File: config.mk
export PLATFORM = sky130hd
export DESIGN_NAME = integer_to_decimal_ascii
export DESIGN_NICKNAME = d
export VERILOG_FILES = /design/src/hw/rtl/i2d_pkg.sv /design/src/hw/rtl/i2d_dabble.sv /design/src/hw/rtl/i2d_emit.sv /design/src/hw/rtl/integer_to_decimal_ascii.sv
export SDC_FILE = /design/constraint.sdc
export NUM_CORES = 1
export LEC_CHECK = 0
export BUFFER_PORTS_ARGS = -buffer_cell sky130_fd_sc_hd__buf_2
export CAP_MARGIN = 20
export CORE_MARGIN = 8
export CORE_UTILIZATION = 55
export CTS_BUF_LIST = sky130_fd_sc_hd__clkbuf_8
export CTS_CLUSTER_DIAMETER = 100
export DETAILED_ROUTE_END_ITERATION = 7
export MAX_ROUTING_LAYER = met4
export PLACE_DENSITY = 0.75
export SLEW_MARGIN = 20
export SYNTH_ARGS = -nofsm -noshare
export SYNTH_HDL_FRONTEND = slang
export SYNTH_SLANG_ARGS = --single-unit
File: constraint.sdc
create_clock -name clk_i -period 9.2 [get_ports clk_i]
set_input_delay 2.76 -clock clk_i [delete_from_list [all_inputs] [get_ports clk_i]]
set_output_delay 2.76 -clock clk_i [all_outputs]
set_load 0.02 [all_outputs]
File: src/hw/rtl/i2d_pkg.sv
`timescale 1ns / 1ps
`default_nettype none

package i2d_pkg;

  localparam int unsigned WordW   = 32;
  localparam int unsigned DigitN  = 10;
  localparam int unsigned BcdW    = 4 * DigitN;
  localparam int unsigned IterW   = $clog2(WordW);
  localparam int unsigned LeftW   = $clog2(DigitN + 1);
  localparam int unsigned LenW    = 4;
  localparam int unsigned CharW   = 8;
  localparam int unsigned CfgIdxW = 8;

  localparam logic [CharW-1:0] AsciiZero  = 8'h30;
  localparam logic [CharW-1:0] AsciiMinus = 8'h2D;
  localparam logic [CharW-1:0] TermReset  = 8'h20;
  localparam logic             SignedReset = 1'b1;

  localparam logic [CfgIdxW-1:0] CfgSignedMode = 8'd0;
  localparam logic [CfgIdxW-1:0] CfgTermChar   = 8'd1;

  typedef enum logic [1:0] {
    ST_IDLE,
    ST_CONV,
    ST_EMIT
  } ctl_state_e;

  typedef enum logic [2:0] {
    EM_IDLE,
    EM_SKIP,
    EM_SIGN,
    EM_DIGIT,
    EM_TERM
  } emit_state_e;

  typedef struct packed {
    logic             neg;
    logic [CharW-1:0] term;
  } emit_cfg_t;

endpackage

`default_nettype wire

File: src/hw/rtl/i2d_dabble.sv
`timescale 1ns / 1ps
`default_nettype none

// shift-and-add-3 binary to BCD, one bit per cycle
module i2d_dabble (
  input  wire logic                        clk_i,
  input  wire logic                        rst_ni,
  input  wire logic                        start_i,
  input  wire logic [i2d_pkg::WordW-1:0]   value_i,
  output logic                             done_o,
  output logic      [i2d_pkg::BcdW-1:0]    bcd_o
);

  logic [i2d_pkg::WordW-1:0] bin_q, bin_d;
  logic [i2d_pkg::BcdW-1:0]  bcd_q, bcd_d, bcd_adj;
  logic [i2d_pkg::IterW-1:0] cnt_q, cnt_d;
  logic                      run_q, run_d;
  logic                      done_q, done_d;

  always_comb begin
    for (int i = 0; i < int'(i2d_pkg::DigitN); i++) begin
      if (bcd_q[4*i +: 4] >= 4'd5) begin
        bcd_adj[4*i +: 4] = bcd_q[4*i +: 4] + 4'd3;
      end else begin
        bcd_adj[4*i +: 4] = bcd_q[4*i +: 4];
      end
    end
  end

  always_comb begin
    bin_d  = bin_q;
    bcd_d  = bcd_q;
    cnt_d  = cnt_q;
    run_d  = run_q;
    done_d = 1'b0;
    if (start_i) begin
      bin_d = value_i;
      bcd_d = '0;
      cnt_d = '0;
      run_d = 1'b1;
    end else if (run_q) begin
      bcd_d = {bcd_adj[i2d_pkg::BcdW-2:0], bin_q[i2d_pkg::WordW-1]};
      bin_d = {bin_q[i2d_pkg::WordW-2:0], 1'b0};
      cnt_d = cnt_q + 1'b1;
      if (cnt_q == i2d_pkg::IterW'(i2d_pkg::WordW - 1)) begin
        run_d  = 1'b0;
        done_d = 1'b1;
      end
    end
  end

  always_ff @(posedge clk_i or negedge rst_ni) begin
    if (!rst_ni) begin
      cnt_q  <= '0;
      run_q  <= 1'b0;
      done_q <= 1'b0;
    end else begin
      cnt_q  <= cnt_d;
      run_q  <= run_d;
      done_q <= done_d;
    end
  end

  always_ff @(posedge clk_i) begin
    bin_q <= bin_d;
    bcd_q <= bcd_d;
  end

  assign done_o = done_q;
  assign bcd_o  = bcd_q;

endmodule

`default_nettype wire

File: src/hw/rtl/i2d_emit.sv
`timescale 1ns / 1ps
`default_nettype none

module i2d_emit (
  input  wire logic                        clk_i,
  input  wire logic                        rst_ni,
  input  wire logic                        start_i,
  input  wire logic [i2d_pkg::BcdW-1:0]    bcd_i,
  input  wire i2d_pkg::emit_cfg_t          cfg_i,
  output logic                             done_o,
  output logic                             out_valid_o,
  input  wire logic                        out_stall_i,
  output logic      [i2d_pkg::CharW-1:0]   character_o,
  output logic                             last_o,
  output logic      [i2d_pkg::LenW-1:0]    length_o
);

  i2d_pkg::emit_state_e state_q, state_d;

  logic [i2d_pkg::BcdW-1:0]  bcd_q, bcd_d;
  logic [i2d_pkg::LeftW-1:0] left_q, left_d;
  logic [i2d_pkg::LenW-1:0]  len_q, len_d;
  logic                      vld_q, vld_d;
  logic [i2d_pkg::CharW-1:0] chr_q, chr_d;
  logic                      last_q, last_d;
  logic [i2d_pkg::LenW-1:0]  olen_q, olen_d;
  logic                      free;
  logic [3:0]                top_dig;

  assign free    = !vld_q || !out_stall_i;
  assign top_dig = bcd_q[i2d_pkg::BcdW-1 -: 4];

  always_comb begin
    state_d = state_q;
    bcd_d   = bcd_q;
    left_d  = left_q;
    len_d   = len_q;
    vld_d   = vld_q && out_stall_i;
    chr_d   = chr_q;
    last_d  = last_q;
    olen_d  = olen_q;
    done_o  = 1'b0;
    case (state_q)
      i2d_pkg::EM_IDLE: begin
        if (start_i) begin
          bcd_d   = bcd_i;
          left_d  = i2d_pkg::LeftW'(i2d_pkg::DigitN);
          state_d = i2d_pkg::EM_SKIP;
        end
      end
      i2d_pkg::EM_SKIP: begin
        if (top_dig == 4'd0 && left_q > i2d_pkg::LeftW'(1)) begin
          bcd_d  = {bcd_q[i2d_pkg::BcdW-5:0], 4'd0};
          left_d = left_q - 1'b1;
        end else begin
          len_d   = i2d_pkg::LenW'(left_q) + i2d_pkg::LenW'(cfg_i.neg) + 4'd1;
          state_d = cfg_i.neg ? i2d_pkg::EM_SIGN : i2d_pkg::EM_DIGIT;
        end
      end
      i2d_pkg::EM_SIGN: begin
        if (free) begin
          vld_d   = 1'b1;
          chr_d   = i2d_pkg::AsciiMinus;
          last_d  = 1'b0;
          olen_d  = '0;
          state_d = i2d_pkg::EM_DIGIT;
        end
      end
      i2d_pkg::EM_DIGIT: begin
        if (free) begin
          vld_d  = 1'b1;
          chr_d  = i2d_pkg::AsciiZero + {4'd0, top_dig};
          last_d = 1'b0;
          olen_d = '0;
          bcd_d  = {bcd_q[i2d_pkg::BcdW-5:0], 4'd0};
          left_d = left_q - 1'b1;
          if (left_q == i2d_pkg::LeftW'(1)) begin
            state_d = i2d_pkg::EM_TERM;
          end
        end
      end
      i2d_pkg::EM_TERM: begin
        if (free) begin
          vld_d   = 1'b1;
          chr_d   = cfg_i.term;
          last_d  = 1'b1;
          olen_d  = len_q;
          done_o  = 1'b1;
          state_d = i2d_pkg::EM_IDLE;
        end
      end
      default: begin
        state_d = i2d_pkg::EM_IDLE;
      end
    endcase
  end

  always_ff @(posedge clk_i or negedge rst_ni) begin
    if (!rst_ni) begin
      state_q <= i2d_pkg::EM_IDLE;
      left_q  <= '0;
      vld_q   <= 1'b0;
    end else begin
      state_q <= state_d;
      left_q  <= left_d;
      vld_q   <= vld_d;
    end
  end

  always_ff @(posedge clk_i) begin
    bcd_q  <= bcd_d;
    len_q  <= len_d;
    chr_q  <= chr_d;
    last_q <= last_d;
    olen_q <= olen_d;
  end

  assign out_valid_o = vld_q;
  assign character_o = chr_q;
  assign last_o      = last_q;
  assign length_o    = olen_q;

endmodule

`default_nettype wire

File: src/hw/rtl/integer_to_decimal_ascii.sv
`timescale 1ns / 1ps
`default_nettype none

// Prints one 32-bit word per transaction as decimal ASCII, most significant digit first,
// no leading zeros, a '-' ahead of negative values in signed mode, then the terminator
// character with last set and length giving the whole run. One word at a time: after
// acceptance a shift-and-add-3 unit takes the word one input bit per cycle, leading zero
// digits are then dropped one per cycle, and the characters leave one per cycle through
// an output register while out_stall_i is low. The input stalls from acceptance until the
// terminator has entered the output register. Config writes are always taken.
module integer_to_decimal_ascii (
  input  wire logic                          clk_i,
  input  wire logic                          rst_ni,
  input  wire logic                          cfg_valid_i,
  output logic                               cfg_ready_o,
  input  wire logic [i2d_pkg::CfgIdxW-1:0]   cfg_index_i,
  input  wire logic [i2d_pkg::CharW-1:0]     cfg_data_i,
  input  wire logic                          in_valid_i,
  output logic                               in_stall_o,
  input  wire logic [i2d_pkg::WordW-1:0]     value_i,
  output logic                               out_valid_o,
  input  wire logic                          out_stall_i,
  output logic      [i2d_pkg::CharW-1:0]     character_o,
  output logic                               last_o,
  output logic      [i2d_pkg::LenW-1:0]      length_o
);

  i2d_pkg::ctl_state_e state_q, state_d;

  logic                      signed_q;
  logic [i2d_pkg::CharW-1:0] term_q;
  logic                      neg_q, neg_d;
  logic                      in_acc;
  logic                      neg_in;
  logic [i2d_pkg::WordW-1:0] mag;
  logic                      dab_done;
  logic [i2d_pkg::BcdW-1:0]  dab_bcd;
  logic                      em_done;
  i2d_pkg::emit_cfg_t        em_cfg;

  assign cfg_ready_o = 1'b1;

  always_ff @(posedge clk_i or negedge rst_ni) begin
    if (!rst_ni) begin
      signed_q <= i2d_pkg::SignedReset;
      term_q   <= i2d_pkg::TermReset;
    end else if (cfg_valid_i && cfg_ready_o) begin
      case (cfg_index_i)
        i2d_pkg::CfgSignedMode: signed_q <= cfg_data_i[0];
        i2d_pkg::CfgTermChar:   term_q   <= cfg_data_i;
        default: ;
      endcase
    end
  end

  assign in_stall_o = (state_q != i2d_pkg::ST_IDLE);
  assign in_acc     = in_valid_i && !in_stall_o;
  assign neg_in     = signed_q && value_i[i2d_pkg::WordW-1];
  assign mag        = neg_in ? (~value_i + 32'd1) : value_i;

  always_comb begin
    state_d = state_q;
    neg_d   = neg_q;
    case (state_q)
      i2d_pkg::ST_IDLE: begin
        if (in_acc) begin
          neg_d   = neg_in;
          state_d = i2d_pkg::ST_CONV;
        end
      end
      i2d_pkg::ST_CONV: begin
        if (dab_done) begin
          state_d = i2d_pkg::ST_EMIT;
        end
      end
      i2d_pkg::ST_EMIT: begin
        if (em_done) begin
          state_d = i2d_pkg::ST_IDLE;
        end
      end
      default: begin
        state_d = i2d_pkg::ST_IDLE;
      end
    endcase
  end

  always_ff @(posedge clk_i or negedge rst_ni) begin
    if (!rst_ni) begin
      state_q <= i2d_pkg::ST_IDLE;
    end else begin
      state_q <= state_d;
    end
  end

  always_ff @(posedge clk_i) begin
    neg_q <= neg_d;
  end

  assign em_cfg.neg  = neg_q;
  assign em_cfg.term = term_q;

  i2d_dabble u_dabble (
    .clk_i   (clk_i),
    .rst_ni  (rst_ni),
    .start_i (in_acc),
    .value_i (mag),
    .done_o  (dab_done),
    .bcd_o   (dab_bcd)
  );

  i2d_emit u_emit (
    .clk_i       (clk_i),
    .rst_ni      (rst_ni),
    .start_i     (dab_done),
    .bcd_i       (dab_bcd),
    .cfg_i       (em_cfg),
    .done_o      (em_done),
    .out_valid_o (out_valid_o),
    .out_stall_i (out_stall_i),
    .character_o (character_o),
    .last_o      (last_o),
    .length_o    (length_o)
  );

endmodule

`default_nettype wire
==> impl_metrics.csv, run 1 <==
group,metric,value,unit
final_layout,final_area,8680,um2
logic_synthesis,ys_seq_area_share,53.3,%
detailed_routing,dr.pass1.iters,8,
logic_synthesis,ys_seq_elements,156,
logic_synthesis,syn_inst,751,
cts,clockBufferDepth,2,
power_and_ir_drop,peakVddDrop,135,uV
hold_path,holdPathEnd,"state_q[0]$_DFFE_PN0P_",
cts,cts_repair_resize_count,0,
detailed_routing,wirelength,15500,um
die,initial_utilization,56.1,%
timing,slew-limit-headroom,35.9,%
setup_path,crit_chain,"buf_2 -> nand2_2 -> inv_2 -> nor2_1 -> a21oi_1 -> a211o_1",
placed_design,place_area,8280,um2
global_route,overflow,0,
global_route,grtUsageMet1,20.2,%
final_layout,drive_gt1_share,17.4,%
final_layout,final_cell_mix,"nand2_1 (101), edfxtp_1 (90), o21ai_0 (74), buf_2 (67)",
setup_path,cp-end-kind,"register",
logic_synthesis,synth-async-reset-ratio,16.7,%
cts,clkTransAtPathRegs,80,ps
global_route,grt_pass1_vias,5617,
detailed_routing,drt-initial-drc-count,410,
final_layout,antenna_cells,0,
hold_path,whs_path_depth,1,
placed_design,dp_hpwl,10600,um
logic_synthesis,synth_edf_count,90,
global_route,track_usage,17.8,%
final_layout,final_cells,1001,
die,core-area,13900,um2
logic_synthesis,netlist_area,7790,um2
setup_path,cp_slowest_cell,"nand2_2",
global_route,use_met3,5.05,%
die,io_pins,69,
power_and_ir_drop,p_leak,3.59,nW
die,die_w,135,um
setup_path,start_kind,"input pin",
die,die-area,18200,um2
final_layout,finalNetCount,888,
global_route,use_met2,29.7,%
cts,post_cts_buffers,0,
timing,rsz0062_at_grt,"false",
setup_path,r2r-start,"state_q[1]$_DFFE_PN0P_",
final_layout,fillers,1103,
final_layout,final_common_cell,"nand2_1",
die,rows,43,
setup_path,worstPathArrival,4800,ps
placed_design,globalplace.congestion,0.860,
setup_path,crit_fanout,62,
timing,max_slew.worst_pin.slew,960,ps
detailed_routing,drtAntennaViolNets,0,
global_route,grt.busiest_layer,"met2",
timing,fin_skew,14.4,ps
timing,period_needed,4590,ps
global_route,grt_start_max_net_pins,63,
setup_path,crit_family,"simple AND/OR/NAND/NOR gates",
logic_synthesis,synth_nets,831,
timing,max_freq,0.218,GHz
cts,cts-hold-fix-buffers,0,
logic_synthesis,synth_cell_type_count,49,
timing,finalHoldViolations,0,
logic_synthesis,yosys_warnings,0,
die,die_h,135,um
final_layout,area_growth,11.4,%
timing,fin_tns_setup,0,ps
detailed_routing,viasPerCell,5.64,
detailed_routing,drc_errors,0,
cts,cts_buffers,17,
placed_design,dp_cells,969,
timing,drv_slew,0,
setup_path,crit_type,"input pin to register",
cts,clkSinkCount,156,
run,maxCapViolations,0,
logic_synthesis,syn_avg_cell_area,10.4,um2
setup_path,reg2reg_slack,6390,ps
detailed_routing,wl_per_cell,15.5,um
setup_path,critPathMaxStageDelay,670,ps
timing,setup_viol,0,
setup_path,path_buf_inv,2,
setup_path,rr_worst_depth,5,
setup_path,timing.rr.end,"u_dabble.bin_q[29]$_DFFE_PP_",
setup_path,cp_data_required_time,9410,ps
power_and_ir_drop,power.density,325,nW/um2
cts,cts_root_buf,"clkbuf_8",
cts,cts_tree,"yes",
logic_synthesis,ys.flop_type,"edfxtp_1",
hold_path,hp-class,"register to register",
placed_design,port_buffers,67,
cts,clk-insertion-delay-late,460,ps
global_route,grt_antenna_before_repair,0,
hold_path,hold_start,"state_q[1]$_DFFE_PN0P_",
status,outcome,"finished clean",
global_route,grt_pass1_wl,25800,um
detailed_routing,vias,5644,
timing,fin_crit_sh,49.9,%
cts,htree_levels,4,
-- power breakdown --
group / switching (mW) / internal (mW)
combinational: 0.567 / 0.439
clock: 0.266 / 0.245
sequential: 0.171 / 1.13
total: 1.00 / 1.81
-- synth_stat cells (all sizes together) (24+ instances only) --
master	n	area share, %
a21oi	42	2.7
o21ai	75	4.8
mux2	27	3.9
ha	27	4.3
nand2	102	4.9
dfxtp	40	10
clkbuf	26	1.3
nand3	28	1.8
dfrtp	24	7.7
nor2	43	2.1
xnor2	30	3.4
edfxtp	90	35
inv	35	1.7
-- how the worst max path moves through the flow --
stage / startpoint / end / slack, ps / depth (start not counted)
global route: in_valid_i / u_dabble.bin_q[29]$_DFFE_PP_ / 4280 / 6
finish: in_valid_i / u_dabble.bin_q[29]$_DFFE_PP_ / 4610 / 6
detailed placement: in_valid_i / u_dabble.bin_q[29]$_DFFE_PP_ / 4120 / 5
CTS: in_valid_i / u_dabble.bin_q[29]$_DFFE_PP_ / 4610 / 6
floorplan: out_stall_i / u_emit.left_q[2]$_DFFE_PN0P_ / 3230 / 5
global placement: in_valid_i / u_dabble.bin_q[29]$_DFFE_PP_ / 4140 / 6
-- area by class of cell --
cell class | instances | area (um2) | area share, %
clock inverter | 15 | 161 | 1.86
timing repair buffer | 71 | 365 | 4.21
sequential | 156 | 4160 | 47.9
inverter | 35 | 131 | 1.51
clock buffer | 17 | 234 | 2.70
tap | 180 | 225 | 2.60
multi-input combinational | 527 | 3400 | 39.2
-- metrics by stage --
| stage | hold WS, ps | setup WS, ps | total power, mW | utilization (%) |
|---|---|---|---|---|
| 4_1_cts | 475 | 4610 | 2.83 | 62.5 |
| 5_1_grt | 515 | 4280 | 3.02 | 62.5 |
| 3_3_place_gp | 453 | 4140 | 2.24 | 59.7 |
| 6_report | 472 | 4610 | 2.82 | 62.5 |
| 2_1_floorplan | 439 | 3230 | 2.06 | - |
| 3_5_place_dp | 464 | 4120 | 2.31 | 59.7 |
-- sequential cells by signal, summed over array words and instances, names as in the netlist --
name                cells
u_dabble.bcd_o         40
u_emit.bcd_q           40
u_dabble.bin_q         32
term_q                  8
u_emit.character_o      8
u_dabble.cnt_q          5
u_emit.left_q           4
u_emit.len_q            4
u_emit.length_o         4
u_emit.state_q          3
state_q                 2
neg_q                   1
signed_q                1
u_dabble.done_o         1
u_dabble.run_q          1
u_emit.last_o           1
u_emit.out_valid_o      1
-- per-layer routing --
layer / share of wire, % / vias to the layer above
li1: - / 2796
met1: 44 / 2681
met2: 49 / 142
met3: 5.2 / 25
met4: 1.2 / 0
met5: 0 / -
-- cells by family (layout without fill, tap and decap cells) --
logic type               Yosys count  after routing  share of synthesized area [%]
multiplexers                      44             44                           6.09
AO/OA/AOI/OAI                    166            166                           12.6
AND/OR/NAND/NOR                  236            236                           14.3
XOR/XNOR                          53             53                           5.96
other                              1              1                         0.0481
flip-flops                       156            156                           53.3
adder cells (fa/ha/maj)           27             27                           4.34
buffers and inverters             68            138                           3.32
Note: power is estimated with default switching activity, not from simulation.
==> run 2, diff against run 1 <==
clock period = 4.8 ns   (was 9.2 ns; I/O delays follow)
==> run 2 against run 1 <==
  * Final cell count is 0.20% higher
  * Wire length is 3.0% higher
  * Via count grew 0.74%
  * Clock-buffer cell count up 1
  * Clock skew down 5.3 ps
  * Critical path depth up 2
  * Global-route usage rose by 0.94 points
==> impl_metrics.csv, run 2 (synthesis gave the netlist of run 1 again) <==
group,metric,value,unit
status,outcome,"finished clean",
global_route,grt_antenna_before_repair,0,
setup_path,critPathMaxStageDelay,490,ps
detailed_routing,drc_errors,0,
final_layout,final_cell_mix,"nand2_1 (101), edfxtp_1 (90), o21ai_0 (74), buf_2 (67)",
detailed_routing,vias,5686,
die,die_h,135,um
timing,slew-limit-headroom,33.1,%
setup_path,cp_slowest_cell,"o41ai_1",
final_layout,area_growth,12.2,%
power_and_ir_drop,p_leak,3.63,nW
run,maxCapViolations,0,
detailed_routing,wl_per_cell,16.0,um
detailed_routing,drt-initial-drc-count,455,
hold_path,whs_path_depth,1,
timing,fin_skew,9.06,ps
global_route,grt_pass1_wl,27000,um
setup_path,crit_type,"input pin to register",
setup_path,crit_fanout,9,
die,core-area,13900,um2
final_layout,fin_util,63.0,%
timing,setup_viol,0,
placed_design,dp_hpwl,11000,um
cts,cts_repair_resize_count,0,
power_and_ir_drop,finalPower,5.53,mW
timing,worst_slack,1660,ps
global_route,overflow,0,
cts,cts_root_buf,"clkbuf_8",
timing,fin_tns_setup,0,ps
cts,clkTransAtPathRegs,80,ps
power_and_ir_drop,power.density,632,nW/um2
die,die-area,18200,um2
timing,drv_slew,0,
cts,cts_tree,"yes",
die,die_w,135,um
placed_design,globalplace.congestion,0.892,
setup_path,worstPathArrival,3320,ps
cts,post_cts_buffers,0,
cts,clkSinkCount,156,
timing,rsz0062_at_grt,"false",
die,rows,43,
power_and_ir_drop,peakVddDrop,267,uV
global_route,grt_start_max_net_pins,62,
global_route,grt_pass1_vias,5805,
setup_path,cp-end-kind,"register",
timing,max_freq,0.318,GHz
cts,clk-insertion-delay-late,440,ps
setup_path,path_buf_inv,2,
setup_path,cp_data_required_time,4980,ps
setup_path,crit_family,"simple AND/OR/NAND/NOR gates",
placed_design,port_buffers,67,
die,io_pins,69,
final_layout,fillers,1106,
cts,clockBufferDepth,2,
global_route,track_usage,18.7,%
hold_path,hp-class,"register to register",
timing,fin_crit_sh,65.4,%
final_layout,finalNetCount,889,
timing,period_needed,3140,ps
cts,cts_buffers,17,
timing,max_slew.worst_pin.slew,1000,ps
setup_path,rr_worst_depth,6,
timing,finalHoldViolations,0,
detailed_routing,viasPerCell,5.67,
final_layout,final_common_cell,"nand2_1",
detailed_routing,dr.pass1.iters,7,
placed_design,dp_slack,1220,ps
cts,cts-hold-fix-buffers,0,
cts,htree_levels,4,
die,initial_utilization,56.1,%
detailed_routing,drtAntennaViolNets,0,
setup_path,crit_chain,"buf_2 -> inv_1 -> ha_1 -> nor3b_1 -> nand2_1 -> o41ai_1 -> xor2_1 -> o21ai_0",
setup_path,critical_path_cell_count,8,
setup_path,start_kind,"input pin",
final_layout,drive_gt1_share,17.3,%
detailed_routing,wirelength,16000,um
==> run 2: cell count changes in the layout (fill, tap and decap cells not counted) <==
cell | previous run | this run
bufinv_16 | 2 | 5
clkinv_1 | 0 | 2
clkinv_2 | 1 | 3
clkinvlp_4 | 3 | 2
clkbuf_8 | 17 | 18
buf_4 | 4 | 5
inv_6 | 7 | 0
diode_2 | 0 | 1
==> run 2: worst paths after layout <==
path | slack [ps] | startpoint | endpoint
min | 480 | state_q[1]$_DFFE_PN0P_ | state_q[0]$_DFFE_PN0P_
max | 1660 | value_i[0] | u_dabble.bin_q[28]$_DFFE_PP_
max in group asynchronous | 3400 | rst_ni | u_dabble.run_q$_DFF_PN0_
min in group asynchronous | 990 | rst_ni | term_q[4]$_DFFE_PN0P_
max reg2reg | 2220 | signed_q$_DFFE_PN1P_ | u_dabble.bin_q[25]$_DFFE_PP_
min reg2reg | 480 | state_q[1]$_DFFE_PN0P_ | state_q[0]$_DFFE_PN0P_
==> run 2: final cells by class <==
cell class / instances / area, um2 / share of cell area [%]
Antenna cell: 1 / 2.50 / 0.0286
Clock buffer: 18 / 248 / 2.84
Clock inverter: 14 / 200 / 2.29
Inverter: 35 / 131 / 1.50
Multi-Input combinational cell: 527 / 3400 / 38.9
Sequential cell: 156 / 4160 / 47.6
Tap cell: 180 / 225 / 2.58
Timing Repair Buffer: 72 / 373 / 4.27
==> run 2: worst register-to-register path, delay by kind of cell (launching register included) <==
family                    cells  cell delay (ps)
AOI/OAI and AO/OA             2              340
xor gates and xnor gates      1              180
buffers and inverters         1              690
and+or+nand+nor               1              380
DFF                           1              580
muxes                         1              140
==> run 2: routing by layer <==
metal	vias to the layer above	global-route usage, %	part of all wire [%]
met5	-	-	0
met4	0	7.03	1.5
met3	23	5.09	5.4
met2	139	30.9	50
met1	2732	21.4	44
li1	2792	-	-
==> run 2: metrics by stage <==
step	std cells	area [um2]	hold WS, ps
global placement	970	8290	452
CTS	1002	8740	479
finish	1003	8740	482
global route	1002	8740	517
detailed placement	970	8290	464
floorplan	751	7790	439
==> run 2: where the power goes <==
| group | leakage [nW] | internal, mW | switching, mW |
|---|---|---|---|
| sequential | 1.55 | 2.16 | 0.337 |
| clock | 0.225 | 0.625 | 0.472 |
| combinational | 1.85 | 0.843 | 1.09 |
| total | 3.63 | 3.63 | 1.90 |
==> run 3, diff against run 2 <==
ABC_AREA = 1   (was unset)
PLACE_DENSITY = 0.77   (was 0.75)
clock period = 2.65 ns   (was 4.8 ns; I/O delays follow)
==> run 3 against run 2 <==
  * Die area rose by 2.9%
  * Synthesized area rose by 3.3%
  * Sequential power rose by 88%
  * Clock skew rose by 5.4 ps
  * Critical path depth fell by 2
  * Clock-buffer cell count fell by 1
  * Wire length rose by 6.3%
==> impl_metrics.csv, run 3 <==
group,metric,value,unit
timing,fin_skew,14.4,ps
logic_synthesis,syn_inst,928,
power_and_ir_drop,finalPower,11.0,mW
placed_design,dp_hpwl,11600,um
global_route,grt_pass1_vias,6030,
logic_synthesis,synthTopCellsByCount,"nand2_1 (199), o21ai_0 (119), inv_1 (110)",
detailed_routing,wl_per_cell,14.4,um
setup_path,crit_fanout,23,
global_route,grt_antenna_before_repair,0,
global_route,track_usage,19.1,%
status,outcome,"finished clean",
die,die-area,18800,um2
timing,drv_slew,0,
die,rows,44,
final_layout,finalNetCount,1068,
global_route,overflow,0,
setup_path,crit_chain,"inv_2 -> nor2_4 -> inv_2 -> a21oi_1 -> o21ai_0 -> o21ai_0",
final_layout,area_growth,10.8,%
timing,period_needed,2030,ps
cts,post_cts_buffers,0,
power_and_ir_drop,p_comb_share,40.6,%
cts,cts-hold-fix-buffers,0,
logic_synthesis,synth-async-reset-ratio,16.7,%
power_and_ir_drop,seqPwrFrac,42.8,%
cts,cts_tree,"yes",
final_layout,drive_gt1_share,14.9,%
setup_path,worstPathArrival,2390,ps
die,die_h,137,um
cts,clkTransAtPathRegs,90,ps
logic_synthesis,ys_seq_elements,156,
die,initial_utilization,55.8,%
power_and_ir_drop,power.switching,4.39,mW
power_and_ir_drop,p_int,6.62,mW
timing,rsz0062_at_grt,"false",
detailed_routing,drt-initial-drc-count,516,
setup_path,start_kind,"register",
global_route,grt_start_max_net_pins,81,
hold_path,hp-class,"input pin to asynchronous set/reset pin",
detailed_routing,drc_errors,0,
detailed_routing,drtAntennaViolNets,0,
logic_synthesis,synth_edf_count,90,
placed_design,place_area,8500,um2
die,io_pins,69,
final_layout,final_area,8910,um2
timing,fin_crit_sh,76.5,%
cts,clockBufferDepth,2,
cts,cts_root_buf,"clkbuf_8",
timing,fin_tns_setup,0,ps
power_and_ir_drop,clock_power_share,16.7,%
setup_path,cp_slowest_cell,"nor2_4",
cts,clk-insertion-delay-late,450,ps
logic_synthesis,syn_avg_cell_area,8.67,um2
power_and_ir_drop,peakVddDrop,676,uV
global_route,use_met3,3.56,%
run,maxCapViolations,0,
power_and_ir_drop,p_leak,3.94,nW
logic_synthesis,netlist_area,8050,um2
final_layout,antenna_cells,0,
timing,slew-limit-headroom,49.9,%
final_layout,fin_util,61.8,%
die,die_w,137,um
detailed_routing,wirelength,17000,um
logic_synthesis,synthTopCellsByArea,"edfxtp_1 (34%), dfxtp_1 (10%), nand2_1 (9.3%)",
global_route,use_met2,30.6,%
logic_synthesis,synth_top_area_share,33.6,%
power_and_ir_drop,power.density,1240,nW/um2
setup_path,cp_data_required_time,3010,ps
timing,setup_viol,0,
setup_path,cp-end-kind,"register",
setup_path,rr_worst_depth,6,
placed_design,globalplace.congestion,0.939,
setup_path,crit_type,"register to register",
timing,max_slew.worst_pin.slew,752,ps
power_and_ir_drop,switching_share,39.9,%
global_route,grt_pass1_wl,28100,um
placed_design,port_buffers,67,
logic_synthesis,ys.flop_type,"edfxtp_1",
global_route,grtUsageMet1,24.2,%
cts,cts_buffers,17,
timing,max_freq,0.493,GHz
die,core-area,14400,um2
logic_synthesis,synth_nets,1008,
global_route,grt.busiest_layer,"met2",
cts,cts_repair_resize_count,0,
detailed_routing,vias,6383,
timing,finalHoldViolations,0,
detailed_routing,viasPerCell,5.39,
detailed_routing,dr.pass1.iters,6,
final_layout,final_common_cell,"nand2_1",
setup_path,critPathMaxStageDelay,570,ps
logic_synthesis,yosys_warnings,0,
logic_synthesis,synthMostInstantiatedCell,"nand2_1",
cts,htree_levels,4,
logic_synthesis,synth_top_area_cell,"edfxtp_1",
logic_synthesis,synth_cell_type_count,41,
cts,clkSinkCount,156,
logic_synthesis,ys_seq_area_share,51.7,%
final_layout,final_cell_mix,"nand2_1 (199), o21ai_0 (119), inv_1 (111), edfxtp_1 (90), buf_2 (67)",
-- run 3: area by class of cell --
cell class / instances / area, um2
tap: 184 / 230
fill: 1250 / 5510
timing repair buffer: 73 / 405
multi-input combinational: 620 / 3260
clock inverter: 15 / 175
sequential: 156 / 4160
clock buffer: 17 / 234
inverter: 120 / 453
-- run 3: logic make-up after synthesis --
logic type	after synthesis	share of synthesized area (%)
AND/OR/NAND/NOR	362	19.8
AO/OA/AOI/OAI	213	14.6
flip-flops	156	51.7
buffers and inverters	152	7.87
adder cells (fa/ha/maj)	27	4.20
XOR/XNOR	17	1.85
other	1	0.0466
-- run 3: per-layer routing --
metal	wire length, um	share of wire (%)
met3	972	5.7
met2	8120	48
met4	195	1.1
met1	7720	45
met5	0	0
-- run 3: stage by stage --
stage          std cells  hold WS, ps  setup slack (ps)
5_1_grt             1185          395               456
3_5_place_dp        1153          465               351
4_1_cts             1185          375               622
6_report            1185          359               622
2_1_floorplan        928          423               609
3_3_place_gp        1153          430               394
-- run 3: worst max-delay path, delay by kind of cell (launching register included) --
kind | cells | cell delay [ps]
AO/OA/AOI/OAI | 3 | 330
buffers and inverters | 2 | 530
flip-flops | 1 | 510
AND/OR/NAND/NOR | 1 | 570
-- run 3: worst paths after layout --
| kind | startpoint | slack [ps] | end |
|---|---|---|---|
| max | u_dabble.run_q$_DFF_PN0_ | 620 | u_dabble.bcd_o[13]$_SDFFE_PP0P_ |
| min | rst_ni | 360 | u_emit.left_q[0]$_DFFE_PN0P_ |
| max reg2reg | u_dabble.run_q$_DFF_PN0_ | 620 | u_dabble.bcd_o[13]$_SDFFE_PP0P_ |
| min reg2reg | u_dabble.bin_q[31]$_DFFE_PP_ | 470 | u_dabble.bcd_o[0]$_SDFFE_PP0P_ |
| max in group asynchronous | rst_ni | 1880 | term_q[1]$_DFFE_PN0P_ |
| min in group clk_i | u_dabble.bin_q[31]$_DFFE_PP_ | 470 | u_dabble.bcd_o[0]$_SDFFE_PP0P_ |
-- run 3: power by group through the flow --
stage                     clock network [mW]  logic, mW  registers [mW]
after CTS                               1.88       4.51            4.71
after floorplan                            0       3.35            4.75
after global routing                    1.97       5.11            4.84
after global placement                     0       4.32            4.71
after detailed placement                   0       4.48            4.75
final                                   1.83       4.47            4.71
